--- src/rtl/tgq_pkg.sv ---
`timescale 1ns / 1ps
// ----------------------------------------------------------------------------
// Touch gesture qualifier package
// Shared widths, codes, register defaults and state types for the qualifier.
// ----------------------------------------------------------------------------
package tgq_pkg;

   localparam int RAW_W      = 12;
   localparam int TIME_W     = 32;
   localparam int DLY_W      = 16;
   localparam int CANVAS_X_W = 9;
   localparam int CANVAS_Y_W = 8;
   localparam int GEST_W     = 2;

   localparam int CANVAS_WIDTH_DEF  = 320;
   localparam int CANVAS_HEIGHT_DEF = 240;

   localparam logic [RAW_W-1:0] RAW_RAIL = 12'hFFF;

   localparam int REQ_TDATA_W = 72;
   localparam int REQ_TUSER_W = 2;
   localparam int RSP_TDATA_W = 48;
   localparam int RSP_TUSER_W = 2;
   localparam int RSP_PAD_W   = RSP_TDATA_W - CANVAS_X_W - CANVAS_Y_W - 2 * RAW_W;

   localparam int CSR_IDX_W  = 4;
   localparam int CSR_DATA_W = 16;

   typedef enum logic [CSR_IDX_W-1:0] {
      CSR_CAL_X_LOW       = 4'd0,
      CSR_CAL_X_HIGH      = 4'd1,
      CSR_CAL_Y_LOW       = 4'd2,
      CSR_CAL_Y_HIGH      = 4'd3,
      CSR_LONG_PRESS_TIME = 4'd4,
      CSR_RELEASE_TIME    = 4'd5,
      CSR_TAP_DEBOUNCE    = 4'd6,
      CSR_PRESSURE_LIMIT  = 4'd7
   } csr_index_type;

   localparam logic [RAW_W-1:0] CAL_LOW_RST        = 12'd200;
   localparam logic [RAW_W-1:0] CAL_HIGH_RST       = 12'd3900;
   localparam logic [DLY_W-1:0] LONG_PRESS_RST     = 16'd1000;
   localparam logic [DLY_W-1:0] RELEASE_RST        = 16'd100;
   localparam logic [DLY_W-1:0] TAP_DEBOUNCE_RST   = 16'd300;
   localparam logic [RAW_W-1:0] PRESSURE_LIMIT_RST = 12'd4095;

   typedef enum logic [GEST_W-1:0] {
      GEST_NONE = 2'd0,
      GEST_TAP  = 2'd1,
      GEST_LONG = 2'd2
   } gesture_type;

   typedef enum logic [1:0] {
      ST_IDLE,
      ST_EVAL,
      ST_MAP,
      ST_SEND
   } state_type;

endpackage

--- src/rtl/tgq_serial_div.sv ---
`timescale 1ns / 1ps
// ----------------------------------------------------------------------------
// Bit-serial divider
// Restoring unsigned division, one quotient bit per clock cycle.
// ----------------------------------------------------------------------------
module tgq_serial_div #(
   parameter int NUM_W = 21,
   parameter int DEN_W = 12
) (
   input  logic             clock,
   input  logic             reset,
   input  logic             start,
   input  logic [NUM_W-1:0] dividend,
   input  logic [DEN_W-1:0] divisor,
   output logic             done,
   output logic [NUM_W-1:0] quotient
);

   localparam int CNT_W = $clog2(NUM_W + 1);

   logic [NUM_W-1:0] quo_ff, quo_in;
   logic [DEN_W-1:0] rem_ff, rem_in;
   logic [DEN_W-1:0] den_ff, den_in;
   logic [CNT_W-1:0] cnt_ff, cnt_in;
   logic             done_ff, done_in;
   logic [DEN_W:0]   trial;
   logic [DEN_W:0]   trial_sub;
   logic             fits;

   // The dividend shifts out of the top of the quotient register while the
   // quotient bits shift in at the bottom.
   always_comb begin
      trial     = {rem_ff, quo_ff[NUM_W-1]};
      trial_sub = trial - {1'b0, den_ff};
      fits      = (trial >= {1'b0, den_ff});
      quo_in    = quo_ff;
      rem_in    = rem_ff;
      den_in    = den_ff;
      cnt_in    = cnt_ff;
      done_in   = 1'b0;
      if (start) begin
         quo_in = dividend;
         rem_in = '0;
         den_in = divisor;
         cnt_in = CNT_W'(NUM_W);
      end else if (cnt_ff != '0) begin
         quo_in  = {quo_ff[NUM_W-2:0], fits};
         rem_in  = fits ? trial_sub[DEN_W-1:0] : trial[DEN_W-1:0];
         cnt_in  = cnt_ff - 1'b1;
         done_in = (cnt_ff == CNT_W'(1));
      end
   end

   always_ff @(posedge clock) begin
      if (reset) begin
         cnt_ff  <= '0;
         done_ff <= 1'b0;
      end else begin
         cnt_ff  <= cnt_in;
         done_ff <= done_in;
      end
   end

   always_ff @(posedge clock) begin
      quo_ff <= quo_in;
      rem_ff <= rem_in;
      den_ff <= den_in;
   end

   assign done     = done_ff;
   assign quotient = quo_ff;

endmodule

--- src/rtl/tgq_coord_map.sv ---
`timescale 1ns / 1ps
// ----------------------------------------------------------------------------
// Coordinate mapper
// Clamps a raw reading to the calibration bounds and scales it to the canvas.
// ----------------------------------------------------------------------------
module tgq_coord_map #(
   parameter int SIZE  = tgq_pkg::CANVAS_WIDTH_DEF,
   parameter int OUT_W = tgq_pkg::CANVAS_X_W
) (
   input  logic                     clock,
   input  logic                     reset,
   input  logic                     start,
   input  logic [tgq_pkg::RAW_W-1:0] raw,
   input  logic [tgq_pkg::RAW_W-1:0] lo,
   input  logic [tgq_pkg::RAW_W-1:0] hi,
   output logic                     done,
   output logic [OUT_W-1:0]          coord
);

   localparam int RAW_W = tgq_pkg::RAW_W;
   localparam int Q_W   = $clog2(SIZE);
   localparam int NUM_W = RAW_W + Q_W;
   localparam logic [NUM_W-1:0] SPAN = NUM_W'(SIZE - 1);

   logic [RAW_W-1:0] clamped;
   logic [RAW_W-1:0] diff_ff, diff_in;
   logic [RAW_W-1:0] den_ff, den_in;
   logic             eq_ff, eq_in;
   logic             rev_ff, rev_in;
   logic             mul_go_ff;
   logic             done_ff, done_in;
   logic [OUT_W-1:0] coord_ff, coord_in;
   logic [NUM_W-1:0] product;
   logic             div_start;
   logic             div_done;
   logic [NUM_W-1:0] div_quo;

   // With the bounds reversed the result is the last canvas position without any
   // division, whatever value the clamp gives.
   always_comb begin
      if (raw < lo) begin
         clamped = lo;
      end else if (raw > hi) begin
         clamped = hi;
      end else begin
         clamped = raw;
      end
      diff_in = clamped - lo;
      den_in  = hi - lo;
      eq_in   = (hi == lo);
      rev_in  = (hi < lo);
   end

   assign product   = {{Q_W{1'b0}}, diff_ff} * SPAN;
   assign div_start = mul_go_ff && !eq_ff && !rev_ff;

   tgq_serial_div #(
      .NUM_W (NUM_W),
      .DEN_W (RAW_W)
   ) u_div (
      .clock    (clock),
      .reset    (reset),
      .start    (div_start),
      .dividend (product),
      .divisor  (den_ff),
      .done     (div_done),
      .quotient (div_quo)
   );

   always_comb begin
      coord_in = coord_ff;
      done_in  = 1'b0;
      if (mul_go_ff && eq_ff) begin
         coord_in = '0;
         done_in  = 1'b1;
      end else if (mul_go_ff && rev_ff) begin
         coord_in = OUT_W'(SPAN);
         done_in  = 1'b1;
      end else if (div_done) begin
         coord_in = OUT_W'(div_quo);
         done_in  = 1'b1;
      end
   end

   always_ff @(posedge clock) begin
      if (reset) begin
         mul_go_ff <= 1'b0;
         done_ff   <= 1'b0;
      end else begin
         mul_go_ff <= start;
         done_ff   <= done_in;
      end
   end

   always_ff @(posedge clock) begin
      if (start) begin
         diff_ff <= diff_in;
         den_ff  <= den_in;
         eq_ff   <= eq_in;
         rev_ff  <= rev_in;
      end
      coord_ff <= coord_in;
   end

   assign done  = done_ff;
   assign coord = coord_ff;

endmodule

--- src/rtl/touch_gesture_qualifier.sv ---
`timescale 1ns / 1ps
// ----------------------------------------------------------------------------
// Touch gesture qualifier
// Qualifies touch polls into tap and long-press events with press location.
// ----------------------------------------------------------------------------
// Sequence: an accepted poll is evaluated, then its result is loaded into the
// result register. A poll that starts a press first waits on the coordinate
// mappers, whose bit-serial dividers run unless the bounds are equal or reversed.
// Throughput: one poll at a time; the next is accepted once the result is out.
// Reset is synchronous and active high; it restores the register defaults and
// clears the press state and latched start point to zero.
module touch_gesture_qualifier #(
   parameter int CANVAS_WIDTH  = tgq_pkg::CANVAS_WIDTH_DEF,
   parameter int CANVAS_HEIGHT = tgq_pkg::CANVAS_HEIGHT_DEF
) (
   input  logic                              clock,
   input  logic                              reset,
   // Poll request stream.
   input  logic                              req_tvalid,
   output logic                              req_tready,
   // raw_x [11:0], raw_y [23:12], pressure [35:24], now_ms [67:36], zero pad.
   input  logic [tgq_pkg::REQ_TDATA_W-1:0]   req_tdata,
   // enabled [0], contact [1].
   input  logic [tgq_pkg::REQ_TUSER_W-1:0]   req_tuser,
   // Result stream.
   output logic                              rsp_tvalid,
   input  logic                              rsp_tready,
   // canvas_x [8:0], canvas_y [16:9], press_raw_x [28:17], press_raw_y [40:29],
   // zero pad.
   output logic [tgq_pkg::RSP_TDATA_W-1:0]   rsp_tdata,
   // gesture [1:0].
   output logic [tgq_pkg::RSP_TUSER_W-1:0]   rsp_tuser,
   // Register write port.
   input  logic                              csr_valid,
   output logic                              csr_ready,
   input  logic [tgq_pkg::CSR_IDX_W-1:0]     csr_index,
   input  logic [tgq_pkg::CSR_DATA_W-1:0]    csr_data
);

   localparam int RAW_W  = tgq_pkg::RAW_W;
   localparam int TIME_W = tgq_pkg::TIME_W;
   localparam int DLY_W  = tgq_pkg::DLY_W;
   localparam int CX_W   = tgq_pkg::CANVAS_X_W;
   localparam int CY_W   = tgq_pkg::CANVAS_Y_W;

   // Configuration registers.
   logic [RAW_W-1:0] cal_x_low_ff, cal_x_high_ff, cal_y_low_ff, cal_y_high_ff;
   logic [DLY_W-1:0] long_press_ff, release_ff, debounce_ff;
   logic [RAW_W-1:0] pressure_limit_ff;

   // Captured request.
   logic              in_enabled_ff, in_contact_ff;
   logic [RAW_W-1:0]  in_raw_x_ff, in_raw_y_ff, in_pressure_ff;
   logic [TIME_W-1:0] in_now_ff;

   // Press tracking state.
   logic              finger_down_ff, finger_down_in;
   logic              long_done_ff, long_done_in;
   logic [TIME_W-1:0] press_start_ff, press_start_in;
   logic [TIME_W-1:0] last_contact_ff, last_contact_in;
   logic [TIME_W-1:0] last_tap_ff, last_tap_in;
   logic [RAW_W-1:0]  start_raw_x_ff, start_raw_x_in;
   logic [RAW_W-1:0]  start_raw_y_ff, start_raw_y_in;
   logic [CX_W-1:0]   start_canvas_x_ff;
   logic [CY_W-1:0]   start_canvas_y_ff;
   tgq_pkg::gesture_type gesture_ff, gesture_in;
   logic              press_edge;

   // Sequencer.
   tgq_pkg::state_type state_ff, state_in;
   logic              accept;
   logic              eval_en;
   logic              map_start;
   logic              out_free;
   logic              out_load;
   logic              x_done, y_done;
   logic              x_done_ff, y_done_ff;
   logic              maps_done;
   logic [CX_W-1:0]   map_x;
   logic [CY_W-1:0]   map_y;

   // Result register.
   logic                              rsp_valid_ff;
   logic [tgq_pkg::RSP_TDATA_W-1:0]   rsp_data_ff;
   logic [tgq_pkg::GEST_W-1:0]        rsp_gest_ff;

   // Qualification terms.
   logic              read_ok;
   logic              contact_ok;
   logic [TIME_W-1:0] since_press, since_contact, since_tap;
   logic              long_due;

   // ------------------------------------------------------------------------
   // The block takes every register write unchecked; software must only write while idle.
   // ------------------------------------------------------------------------
   assign csr_ready = 1'b1;

   always_ff @(posedge clock) begin
      if (reset) begin
         cal_x_low_ff      <= tgq_pkg::CAL_LOW_RST;
         cal_x_high_ff     <= tgq_pkg::CAL_HIGH_RST;
         cal_y_low_ff      <= tgq_pkg::CAL_LOW_RST;
         cal_y_high_ff     <= tgq_pkg::CAL_HIGH_RST;
         long_press_ff     <= tgq_pkg::LONG_PRESS_RST;
         release_ff        <= tgq_pkg::RELEASE_RST;
         debounce_ff       <= tgq_pkg::TAP_DEBOUNCE_RST;
         pressure_limit_ff <= tgq_pkg::PRESSURE_LIMIT_RST;
      end else if (csr_valid) begin
         unique case (csr_index)
            tgq_pkg::CSR_CAL_X_LOW:       cal_x_low_ff      <= csr_data[RAW_W-1:0];
            tgq_pkg::CSR_CAL_X_HIGH:      cal_x_high_ff     <= csr_data[RAW_W-1:0];
            tgq_pkg::CSR_CAL_Y_LOW:       cal_y_low_ff      <= csr_data[RAW_W-1:0];
            tgq_pkg::CSR_CAL_Y_HIGH:      cal_y_high_ff     <= csr_data[RAW_W-1:0];
            tgq_pkg::CSR_LONG_PRESS_TIME: long_press_ff     <= csr_data;
            tgq_pkg::CSR_RELEASE_TIME:    release_ff        <= csr_data;
            tgq_pkg::CSR_TAP_DEBOUNCE:    debounce_ff       <= csr_data;
            tgq_pkg::CSR_PRESSURE_LIMIT:  pressure_limit_ff <= csr_data[RAW_W-1:0];
            default: begin
            end
         endcase
      end
   end

   // ------------------------------------------------------------------------
   // Request capture.
   // ------------------------------------------------------------------------
   assign accept = req_tvalid && req_tready;

   always_ff @(posedge clock) begin
      if (accept) begin
         in_enabled_ff  <= req_tuser[0];
         in_contact_ff  <= req_tuser[1];
         in_raw_x_ff    <= req_tdata[11:0];
         in_raw_y_ff    <= req_tdata[23:12];
         in_pressure_ff <= req_tdata[35:24];
         in_now_ff      <= req_tdata[67:36];
      end
   end

   // ------------------------------------------------------------------------
   // Gesture decision, evaluated in the cycle after a request is taken.
   // A read is implausible when the pressure reaches the limit, both coordinates are
   // zero, or either coordinate sits on the rail; such a contact counts as no
   // contact.
   // ------------------------------------------------------------------------
   always_comb begin
      read_ok = (in_pressure_ff < pressure_limit_ff)
             && !((in_raw_x_ff == '0) && (in_raw_y_ff == '0))
             && (in_raw_x_ff != tgq_pkg::RAW_RAIL)
             && (in_raw_y_ff != tgq_pkg::RAW_RAIL);
      contact_ok    = in_contact_ff && read_ok;
      since_press   = in_now_ff - press_start_ff;
      since_contact = in_now_ff - last_contact_ff;
      since_tap     = in_now_ff - last_tap_ff;
      // On the press edge the hold time is zero, so only a zero limit fires.
      if (finger_down_ff) begin
         long_due = !long_done_ff && (since_press >= TIME_W'(long_press_ff));
      end else begin
         long_due = (long_press_ff == '0);
      end

      finger_down_in  = finger_down_ff;
      long_done_in    = long_done_ff;
      press_start_in  = press_start_ff;
      last_contact_in = last_contact_ff;
      last_tap_in     = last_tap_ff;
      start_raw_x_in  = start_raw_x_ff;
      start_raw_y_in  = start_raw_y_ff;
      gesture_in      = tgq_pkg::GEST_NONE;
      press_edge      = 1'b0;

      if (!in_enabled_ff) begin
         finger_down_in = 1'b0;
      end else if (contact_ok) begin
         last_contact_in = in_now_ff;
         long_done_in    = finger_down_ff ? long_done_ff : 1'b0;
         if (!finger_down_ff) begin
            finger_down_in = 1'b1;
            press_start_in = in_now_ff;
            start_raw_x_in = in_raw_x_ff;
            start_raw_y_in = in_raw_y_ff;
            press_edge     = 1'b1;
         end
         if (long_due) begin
            long_done_in = 1'b1;
            gesture_in   = tgq_pkg::GEST_LONG;
         end
      end else if (finger_down_ff && (since_contact >= TIME_W'(release_ff))) begin
         // Contact has been gone long enough: the press is over.
         finger_down_in = 1'b0;
         if (!long_done_ff && (since_tap >= TIME_W'(debounce_ff))) begin
            last_tap_in = in_now_ff;
            gesture_in  = tgq_pkg::GEST_TAP;
         end
      end
   end

   always_ff @(posedge clock) begin
      if (reset) begin
         finger_down_ff  <= 1'b0;
         long_done_ff    <= 1'b0;
         press_start_ff  <= '0;
         last_contact_ff <= '0;
         last_tap_ff     <= '0;
         start_raw_x_ff  <= '0;
         start_raw_y_ff  <= '0;
         gesture_ff      <= tgq_pkg::GEST_NONE;
      end else if (eval_en) begin
         finger_down_ff  <= finger_down_in;
         long_done_ff    <= long_done_in;
         press_start_ff  <= press_start_in;
         last_contact_ff <= last_contact_in;
         last_tap_ff     <= last_tap_in;
         start_raw_x_ff  <= start_raw_x_in;
         start_raw_y_ff  <= start_raw_y_in;
         gesture_ff      <= gesture_in;
      end
   end

   // ------------------------------------------------------------------------
   // Coordinate mapping on the press edge. Both axes run side by side, each
   // through its own bit-serial divider.
   // ------------------------------------------------------------------------
   tgq_coord_map #(
      .SIZE  (CANVAS_WIDTH),
      .OUT_W (CX_W)
   ) u_map_x (
      .clock (clock),
      .reset (reset),
      .start (map_start),
      .raw   (in_raw_x_ff),
      .lo    (cal_x_low_ff),
      .hi    (cal_x_high_ff),
      .done  (x_done),
      .coord (map_x)
   );

   tgq_coord_map #(
      .SIZE  (CANVAS_HEIGHT),
      .OUT_W (CY_W)
   ) u_map_y (
      .clock (clock),
      .reset (reset),
      .start (map_start),
      .raw   (in_raw_y_ff),
      .lo    (cal_y_low_ff),
      .hi    (cal_y_high_ff),
      .done  (y_done),
      .coord (map_y)
   );

   assign maps_done = (x_done_ff || x_done) && (y_done_ff || y_done);

   always_ff @(posedge clock) begin
      if (reset) begin
         x_done_ff         <= 1'b0;
         y_done_ff         <= 1'b0;
         start_canvas_x_ff <= '0;
         start_canvas_y_ff <= '0;
      end else begin
         if (map_start) begin
            x_done_ff <= 1'b0;
            y_done_ff <= 1'b0;
         end else begin
            x_done_ff <= x_done_ff || x_done;
            y_done_ff <= y_done_ff || y_done;
         end
         if (x_done) begin
            start_canvas_x_ff <= map_x;
         end
         if (y_done) begin
            start_canvas_y_ff <= map_y;
         end
      end
   end

   // ------------------------------------------------------------------------
   // Sequencer: next state.
   // ------------------------------------------------------------------------
   assign out_free = !rsp_valid_ff || rsp_tready;

   always_comb begin
      state_in = state_ff;
      unique case (state_ff)
         tgq_pkg::ST_IDLE: begin
            if (req_tvalid) begin
               state_in = tgq_pkg::ST_EVAL;
            end
         end
         tgq_pkg::ST_EVAL: begin
            state_in = press_edge ? tgq_pkg::ST_MAP : tgq_pkg::ST_SEND;
         end
         tgq_pkg::ST_MAP: begin
            if (maps_done) begin
               state_in = tgq_pkg::ST_SEND;
            end
         end
         tgq_pkg::ST_SEND: begin
            if (out_free) begin
               state_in = tgq_pkg::ST_IDLE;
            end
         end
         default: state_in = tgq_pkg::ST_IDLE;
      endcase
   end

   // Sequencer: outputs.
   always_comb begin
      req_tready = 1'b0;
      eval_en    = 1'b0;
      map_start  = 1'b0;
      out_load   = 1'b0;
      unique case (state_ff)
         tgq_pkg::ST_IDLE: req_tready = 1'b1;
         tgq_pkg::ST_EVAL: begin
            eval_en   = 1'b1;
            map_start = press_edge;
         end
         tgq_pkg::ST_MAP: begin
         end
         tgq_pkg::ST_SEND: out_load = out_free;
         default: begin
         end
      endcase
   end

   always_ff @(posedge clock) begin
      if (reset) begin
         state_ff <= tgq_pkg::ST_IDLE;
      end else begin
         state_ff <= state_in;
      end
   end

   // ------------------------------------------------------------------------
   // Result register. The latched start point rides along with every result.
   // ------------------------------------------------------------------------
   always_ff @(posedge clock) begin
      if (reset) begin
         rsp_valid_ff <= 1'b0;
      end else if (out_load) begin
         rsp_valid_ff <= 1'b1;
      end else if (rsp_tready) begin
         rsp_valid_ff <= 1'b0;
      end
   end

   always_ff @(posedge clock) begin
      if (out_load) begin
         rsp_data_ff <= {{tgq_pkg::RSP_PAD_W{1'b0}}, start_raw_y_ff, start_raw_x_ff,
                         start_canvas_y_ff, start_canvas_x_ff};
         rsp_gest_ff <= gesture_ff;
      end
   end

   assign rsp_tvalid = rsp_valid_ff;
   assign rsp_tdata  = rsp_data_ff;
   assign rsp_tuser  = rsp_gest_ff;

endmodule

--- config.mk ---
export PLATFORM = sky130hd
export DESIGN_NAME = touch_gesture_qualifier
export DESIGN_NICKNAME = d
export VERILOG_FILES = /design/src/rtl/tgq_pkg.sv /design/src/rtl/tgq_serial_div.sv /design/src/rtl/tgq_coord_map.sv /design/src/rtl/touch_gesture_qualifier.sv
export SDC_FILE = /design/constraint.sdc
export NUM_CORES = 2
export LEC_CHECK = 0
export BUFFER_PORTS_ARGS = -buffer_cell sky130_fd_sc_hd__buf_2
export CAP_MARGIN = 15
export CORE_AREA = 5 5 275 277
export DETAILED_ROUTE_END_ITERATION = 8
export DIE_AREA = 0 0 280 282
export GPL_TIMING_DRIVEN = 0
export PLACE_DENSITY = 0.65
export SETUP_SLACK_MARGIN = 0.1
export SLEW_MARGIN = 20
export SYNTH_ARGS = -nofsm -noshare
export SYNTH_HDL_FRONTEND = slang
export SYNTH_SLANG_ARGS = --single-unit
--- constraint.sdc ---
create_clock -name clock -period 14.2 [get_ports clock]
set_clock_uncertainty 0.15 [all_clocks]
set_input_delay 2.13 -clock clock [delete_from_list [all_inputs] [get_ports clock]]
set_output_delay 2.13 -clock clock [all_outputs]
set_load 0.05 [all_outputs]
; ---- Word level (Yosys, flattened, before mapping)
; Index checks and enable logic that the tools add are counted.
[op_classes]
n_addsub = 11
n_mul = 2
magnitude_cmp = 12
eq_ne = 21
mux = 49
n_bitwise = 4
n_reduce_logical = 61
[ops]
columns = cell, n
row1 = 32-bit by 16-bit greater-or-equal comparator with 1-bit output, 3
row2 = 32-bit subtractor, 3
row3 = 12-bit 2-to-1 mux, 6
row4 = 12-bit subtractor, 6
row5 = 12-bit < comparator, 5
row6 = 21-bit 2-to-1 mux, 2
row7 = 20-bit 2-to-1 mux, 2
row8 = 13-bit by 12-bit greater-or-equal comparator with 1-bit output, 2
row9 = 12-bit == test, 2
row10 = 12-bit > comparator, 2
row11 = 12-bit logical NOT, 2
row12 = 1-bit 2-to-1 mux, 24
row13 = "12-bit != test, second input constant", 2
row14 = "12-bit by 9-bit multiplier with 21-bit output, second input constant", 1
row15 = "12-bit by 8-bit multiplier with 20-bit output, second input constant", 1
row16 = 5-bit 2-to-1 mux, 4
row17 = 1-bit logical AND, 18
row18 = 9-bit 2-to-1 mux, 2
row19 = 2-bit AND reduction, 9
row20 = "4-bit by 3-bit == test with 1-bit output, second input constant", 4
row21 = 16-bit logical NOT, 1
row22 = 8-bit 2-to-1 mux, 2
row23 = 2-bit 2-to-1 mux, 6
row24 = "5-bit by 1-bit == test with 1-bit output, second input constant", 2
row25 = 21 further kinds, 49
[word_totals]
ff_bits = 540
input_bits = 99
output_inout_bits = 53
word_cells = 217

; ---- Logic depth before layout (Yosys ltp)
[depth]
word_depth = 11
mapped_depth = 26
depth_no_buf = 25

; ---- Modules after synthesis
; A second synthesis with hierarchy kept.
[unflattened]
hier_cells = 3876
hier_area_um2 = 36057.1
[modules_own_cells]
columns = module, instances, cells_each, area_per_inst_um2, seq_area_each_um2
row1 = touch_gesture_qualifier, 1, 2253, 20081.8, 8478.1
row2 = tgq_coord_map at u_map_y, 1, 594, 5452.7, 980.9
row3 = tgq_coord_map at u_map_x, 1, 551, 5117.4, 1001.0
row4 = tgq_serial_div at u_map_x.u_div, 1, 243, 2753.9, 1351.3
row5 = tgq_serial_div at u_map_y.u_div, 1, 235, 2651.3, 1321.3

; ---- Least setup slack after synthesis
; OpenSTA, ideal clock, no wires.
[synth_timing]
path_type = register to register
from = register u_map_x.diff_ff[3]
to = register u_map_x.u_div.quo_ff[19], in the netlist u_map_x.u_div.quotient[19] (data pin)
setup_ns = 0.268
arrival_time_ns = 4.740
required_ns = 13.782
setup_slack_ns = 9.042
path_stages_with_launch = 21
path_buffers = 0
synth_period_minus_slack_ns = 5.158
path_cell_list = edfxtp_1 > fa_1 > inv_1 > fa_1 > inv_1 > ha_1 > inv_1 > fa_1 > inv_1 > ha_1 > a21o_1 > a21oi_1 > o21ai_0 > a211o_1 > a31o_2 > o41a_1 > nand4_1 > nand4b_1 > a21oi_1 > xor2_1 > o21ai_0
[synth_between]
elab_chain_len = 2
[synth_rtl]
columns = element, line_no
row1 = from (decl), tgq_coord_map.sv:26  ; logic [RAW_W-1:0] diff_ff, diff_in;
row2 = from (signal assigned), tgq_coord_map.sv:97  ; diff_ff <= diff_in;
row3 = 12-bit by 9-bit multiplier with 21-bit output, tgq_coord_map.sv:54  ; assign product = {{Q_W{1'b0}}, diff_ff} * SPAN;
row4 = 21-bit 2-to-1 mux, tgq_serial_div.sv:41  ; if (start) begin
row5 = net u_map_x.u_div.quo_in[19], tgq_serial_div.sv:21  ; logic [NUM_W-1:0] quo_ff, quo_in;
row6 = to (signal assigned), tgq_serial_div.sv:65  ; quo_ff <= quo_in;
row7 = to (decl), tgq_serial_div.sv:21
; The timed path passes the listed nets, and every way through them passes these cells.
; A chain may end at the register's enable or synchronous reset.

; ---- Final worst setup path
[layout_timing]
from = register in_now_ff[0]
to = register last_tap_ff[10]
[layout_between]
elab_chain_len = 4
word_cells_on_any_way = 7
classes_between = add/sub: 2 / order compare: 2 / reduce/logical: 3
[layout_rtl]
columns = element, line_no
row1 = from (decl), touch_gesture_qualifier.sv:54  ; logic [TIME_W-1:0] in_now_ff;
row2 = from (signal assigned), touch_gesture_qualifier.sv:136  ; in_now_ff <= req_tdata[67:36];
row3 = 32-bit subtractor (on tied branches), "touch_gesture_qualifier.sv:153, touch_gesture_qualifier.sv:154"
row4 = 32-bit by 16-bit greater-or-equal comparator with 1-bit output (on tied branches), "touch_gesture_qualifier.sv:188, touch_gesture_qualifier.sv:191"
row5 = 1-bit logical AND (on tied branches), "touch_gesture_qualifier.sv:188, touch_gesture_qualifier.sv:191"
row6 = 5-bit AND reduction (no line) *, --
row7 = to (signal assigned), touch_gesture_qualifier.sv:213  ; last_tap_ff <= last_tap_in;
row8 = to (decl), touch_gesture_qualifier.sv:61  ; logic [TIME_W-1:0] last_tap_ff, last_tap_in;
; Every way passes the cells marked *; elsewhere a longest branch is shown, timed or not.

==> run_results.csv <==
group,metric,value,unit
synthesis,synth_top_area_cell,"edfxtp_1",
clocking,cts.clk_slew.worst_paths,60,ps
clocking,hold_buffers,0,
drt,drtPass1Iterations,5,
timing,hold_viol,0,
timing,period_needed,6330,ps
setup_path,critPathMaxFanout,10,
clocking,cts_tree,"built",
clocking,clkLatencyLatePin,650,ps
synthesis,synth_area,35300,um2
synthesis,ys_seq_area_share,37.2,%
floorplanning,core-area,72600,um2
clocking,clock_path_buffers,3,
clocking,cts.sinks,540,
layout,multi_input_area,19900,um2
timing,finalCritPeriodShare,44.5,%
grt,antenna_found_initial,1,
hold_path,hold_class,"reg2reg",
grt,grt_usage,22.7,%
setup_path,crit_start,"in_now_ff[0]$_DFFE_PP_",
grt,grt_max_degree,50,
synthesis,ys_async_sr_fraction,0,%
power_and_ir_drop,power.leakage,16.5,nW
setup_path,reg2reg_depth,23,
drt,postRouteAntennaNets,0,
synthesis,synth_area_leaders,"edfxtp_1, dfxtp_1, ha_1, fa_1, a21oi_1",
layout,nNetsFinal,4644,
grt,grt_pass1_wl,145000,um
synthesis,synth_warnings,0,
synthesis,synth_common_cells,"inv_1, nand2_1, ha_1, a21oi_1, dfxtp_1",
layout,drive_gt1_share,7.19,%
setup_path,endpoint_kind,"flop",
synthesis,yosysMostFrequentCell,"inv_1",
placement,dp_hpwl,70800,um
placement,gp_congestion,0.940,
timing,fmax,158,MHz
grt,first_global_vias,27300,
setup_path,critPathArrivalTime,6690,ps
grt,overflow,0,
clocking,root_buffer,"clkbuf_16",
synthesis,syn_area_per_cell,9.09,um2
timing,rsz0062_at_grt,"no",
drt,wirelength,91100,um
layout,fillers,6747,
synthesis,synth_seq_cells,540,
synthesis,synthFlopType,"dfxtp_1",
placement,port_buffers,126,
setup_path,startpoint_type,"flop",
setup_path,crit_type,"reg2reg",
floorplanning,start_util,48.6,%
synthesis,syn_inst,3884,
floorplanning,die_w,280,um
power_and_ir_drop,power.total,8.21,mW
setup_path,rr_startpoint,"in_now_ff[0]$_DFFE_PP_",
setup_path,r2r_setup_slack,7870,ps
synthesis,synth_cell_type_count,87,
synthesis,synth_top_area_share,19.6,%
layout,syn_to_final_growth,11.6,%
timing,relSlewSlack,23.6,%
job,max_cap_viol_count,0,
clocking,htreeDepth,2,
setup_path,cp.required,14570,ps
synthesis,synth_edf_count,230,
power_and_ir_drop,p_per_area,208,nW/um2
clocking,cts.repair.resized,0,
clocking,cts_buffers,59,
setup_path,timing.rr.end,"last_tap_ff[10]$_SDFFE_PP0P_",
timing,maxSlewViolCount,0,
layout,regArea,13100,um2
timing,tightest_slew,1120,ps
drt,drt_iter0_markers,1671,
timing,setup-violations-final,0,
drt,vias,27500,
drt,viasPerCell,5.41,
outcome,status,"completed",
drt,wl_per_cell,17.9,um
hold_path,hold_depth,0,
drt,drc,0,
timing,fin_tns_setup,0,ps
hold_path,hp-start,"u_map_y.den_ff[4]$_DFFE_PP_",
layout,n_antenna_cell,0,
floorplanning,pin_count,152,
floorplanning,die_height,282,um
hold_path,min_to,"u_map_y.u_div.den_ff[4]$_DFFE_PP_",
floorplanning,die-area,79000,um2
power_and_ir_drop,vdd_drop_max,0.000187,V
clocking,post_cts_buffers,0,
floorplanning,placementRows,99,
==> through the flow <==
stage / utilization (%) / instance area, um2 / worst slack (ps) / cells / hold WS [ps]
after floorplan: - / 35300 / 9040 / 3890 / 250
after global placement: 51.2 / 37100 / 7420 / 4975 / 250
after detailed placement: 51.3 / 37300 / 7950 / 4978 / 255
after CTS: 54.3 / 39400 / 7880 / 5090 / 267
after global routing: 54.3 / 39400 / 7650 / 5090 / 281
final: 54.3 / 39400 / 7870 / 5090 / 268
==> registers in the layout (all words and copies together), names as in the netlist, 20 cells and up <==
register / count
in_now_ff: 32
rsp_tdata: 41
press_start_ff: 32
u_map_x.u_div.quotient: 21
last_contact_ff: 32
u_map_y.u_div.quotient: 20
last_tap_ff: 32
==> logic make-up (layout without fill, tap and decap cells) <==
logic type	count (synthesis)	count (layout)	share of synthesized area (%)
muxes	145	145	4.13
AOI/OAI and AO/OA	845	845	14.9
other	2	8	0.0213
buffers and inverters	602	843	6.65
adders and majority gates	465	465	18.5
xor gates and xnor gates	136	136	3.37
and+or+nand+nor	1149	1149	15.2
DFF	540	540	37.2
==> worst max-delay path, stage by stage (launching register included) <==
cell and delay (ps):
edfxtp_1 490, inv_1 210, ha_1 200, inv_1 50, fa_1 400, a21o_1 210
a311oi_1 280, o311ai_0 350, and2_1 310, a21o_1 190, a21oi_1 180, xnor2_1 140
ha_1 260, nor2b_1 130, o21ai_0 310, nand4_1 130, nor4_1 330, nand4b_1 130
nor4_1 350, nand4_1 410, nand2_1 430, a31oi_4 150, buf_6 240, mux2i_1 130
==> cell type report <==
class | instances | area share (%)
Multi-Input combinational cell | 2748 | 50.5
Sequential cell | 540 | 33.3
Inverter | 451 | 4.30
Clock buffer | 69 | 4.06
Tap cell | 959 | 3.05
Timing Repair Buffer | 129 | 1.77
Buffer | 151 | 1.68
Clock inverter | 43 | 1.38
==> where the power goes <==
part / switching (mW) / internal [mW] / leakage [nW]
Clock: 0.684 / 0.995 / 1.04
Combinational: 2.49 / 1.82 / 10.7
Sequential: 0.242 / 1.98 / 4.69
==> worst max path at each step <==
stage	end	slack, ps	cells past startpoint
2_1_floorplan	u_map_x.u_div.quotient[19]$_DFFE_PP_	9040	20
3_3_place_gp	long_done_ff$_SDFFE_PP0P_	7420	17
3_5_place_dp	last_tap_ff[10]$_SDFFE_PP0P_	7950	23
4_1_cts	last_tap_ff[10]$_SDFFE_PP0P_	7880	23
5_1_grt	last_tap_ff[18]$_SDFFE_PP0P_	7650	23
6_report	last_tap_ff[10]$_SDFFE_PP0P_	7870	23
==> per-layer routing <==
layer / GRT usage [%] / vias up / wire length [um]
li1: - / 13800 / -
met1: 28.9 / 13000 / 39500
met2: 40.5 / 628 / 44300
met3: 2.63 / 157 / 4080
met4: 7.29 / 0 / 3240
met5: 0 / - / 0
==> placed cells by master, fill, tap and decap left out, types with 15 or more instances in the layout <==
| cell | Yosys | final |
|---|---|---|
| or3_1 | 15 | 15 |
| nor2_1 | 300 | 300 |
| nand3_1 | 41 | 41 |
| xnor2_1 | 92 | 92 |
| mux2i_1 | 139 | 139 |
| a21o_1 | 62 | 62 |
| o21a_1 | 23 | 23 |
| o21bai_1 | 22 | 22 |
| dfxtp_1 | 310 | 310 |
| o21ai_0 | 149 | 149 |
| nor3_1 | 59 | 59 |
| buf_2 | 2 | 128 |
| clkbuf_16 | 0 | 62 |
| buf_4 | 16 | 16 |
| nand2b_1 | 102 | 102 |
| nand3b_1 | 20 | 20 |
| inv_1 | 449 | 449 |
| clkbuf_1 | 123 | 125 |
| fa_1 | 96 | 96 |
| a21boi_0 | 16 | 16 |
| xor2_1 | 44 | 44 |
| nor2b_1 | 47 | 46 |
| a211o_1 | 50 | 50 |
| nor4_1 | 26 | 25 |
| edfxtp_1 | 230 | 230 |
| a21oi_1 | 348 | 348 |
| a211oi_1 | 25 | 25 |
| nand4_1 | 48 | 48 |
| nand2_1 | 421 | 421 |
| ha_1 | 369 | 369 |
| and3_1 | 17 | 17 |
(Power assumes the default switching activity.)
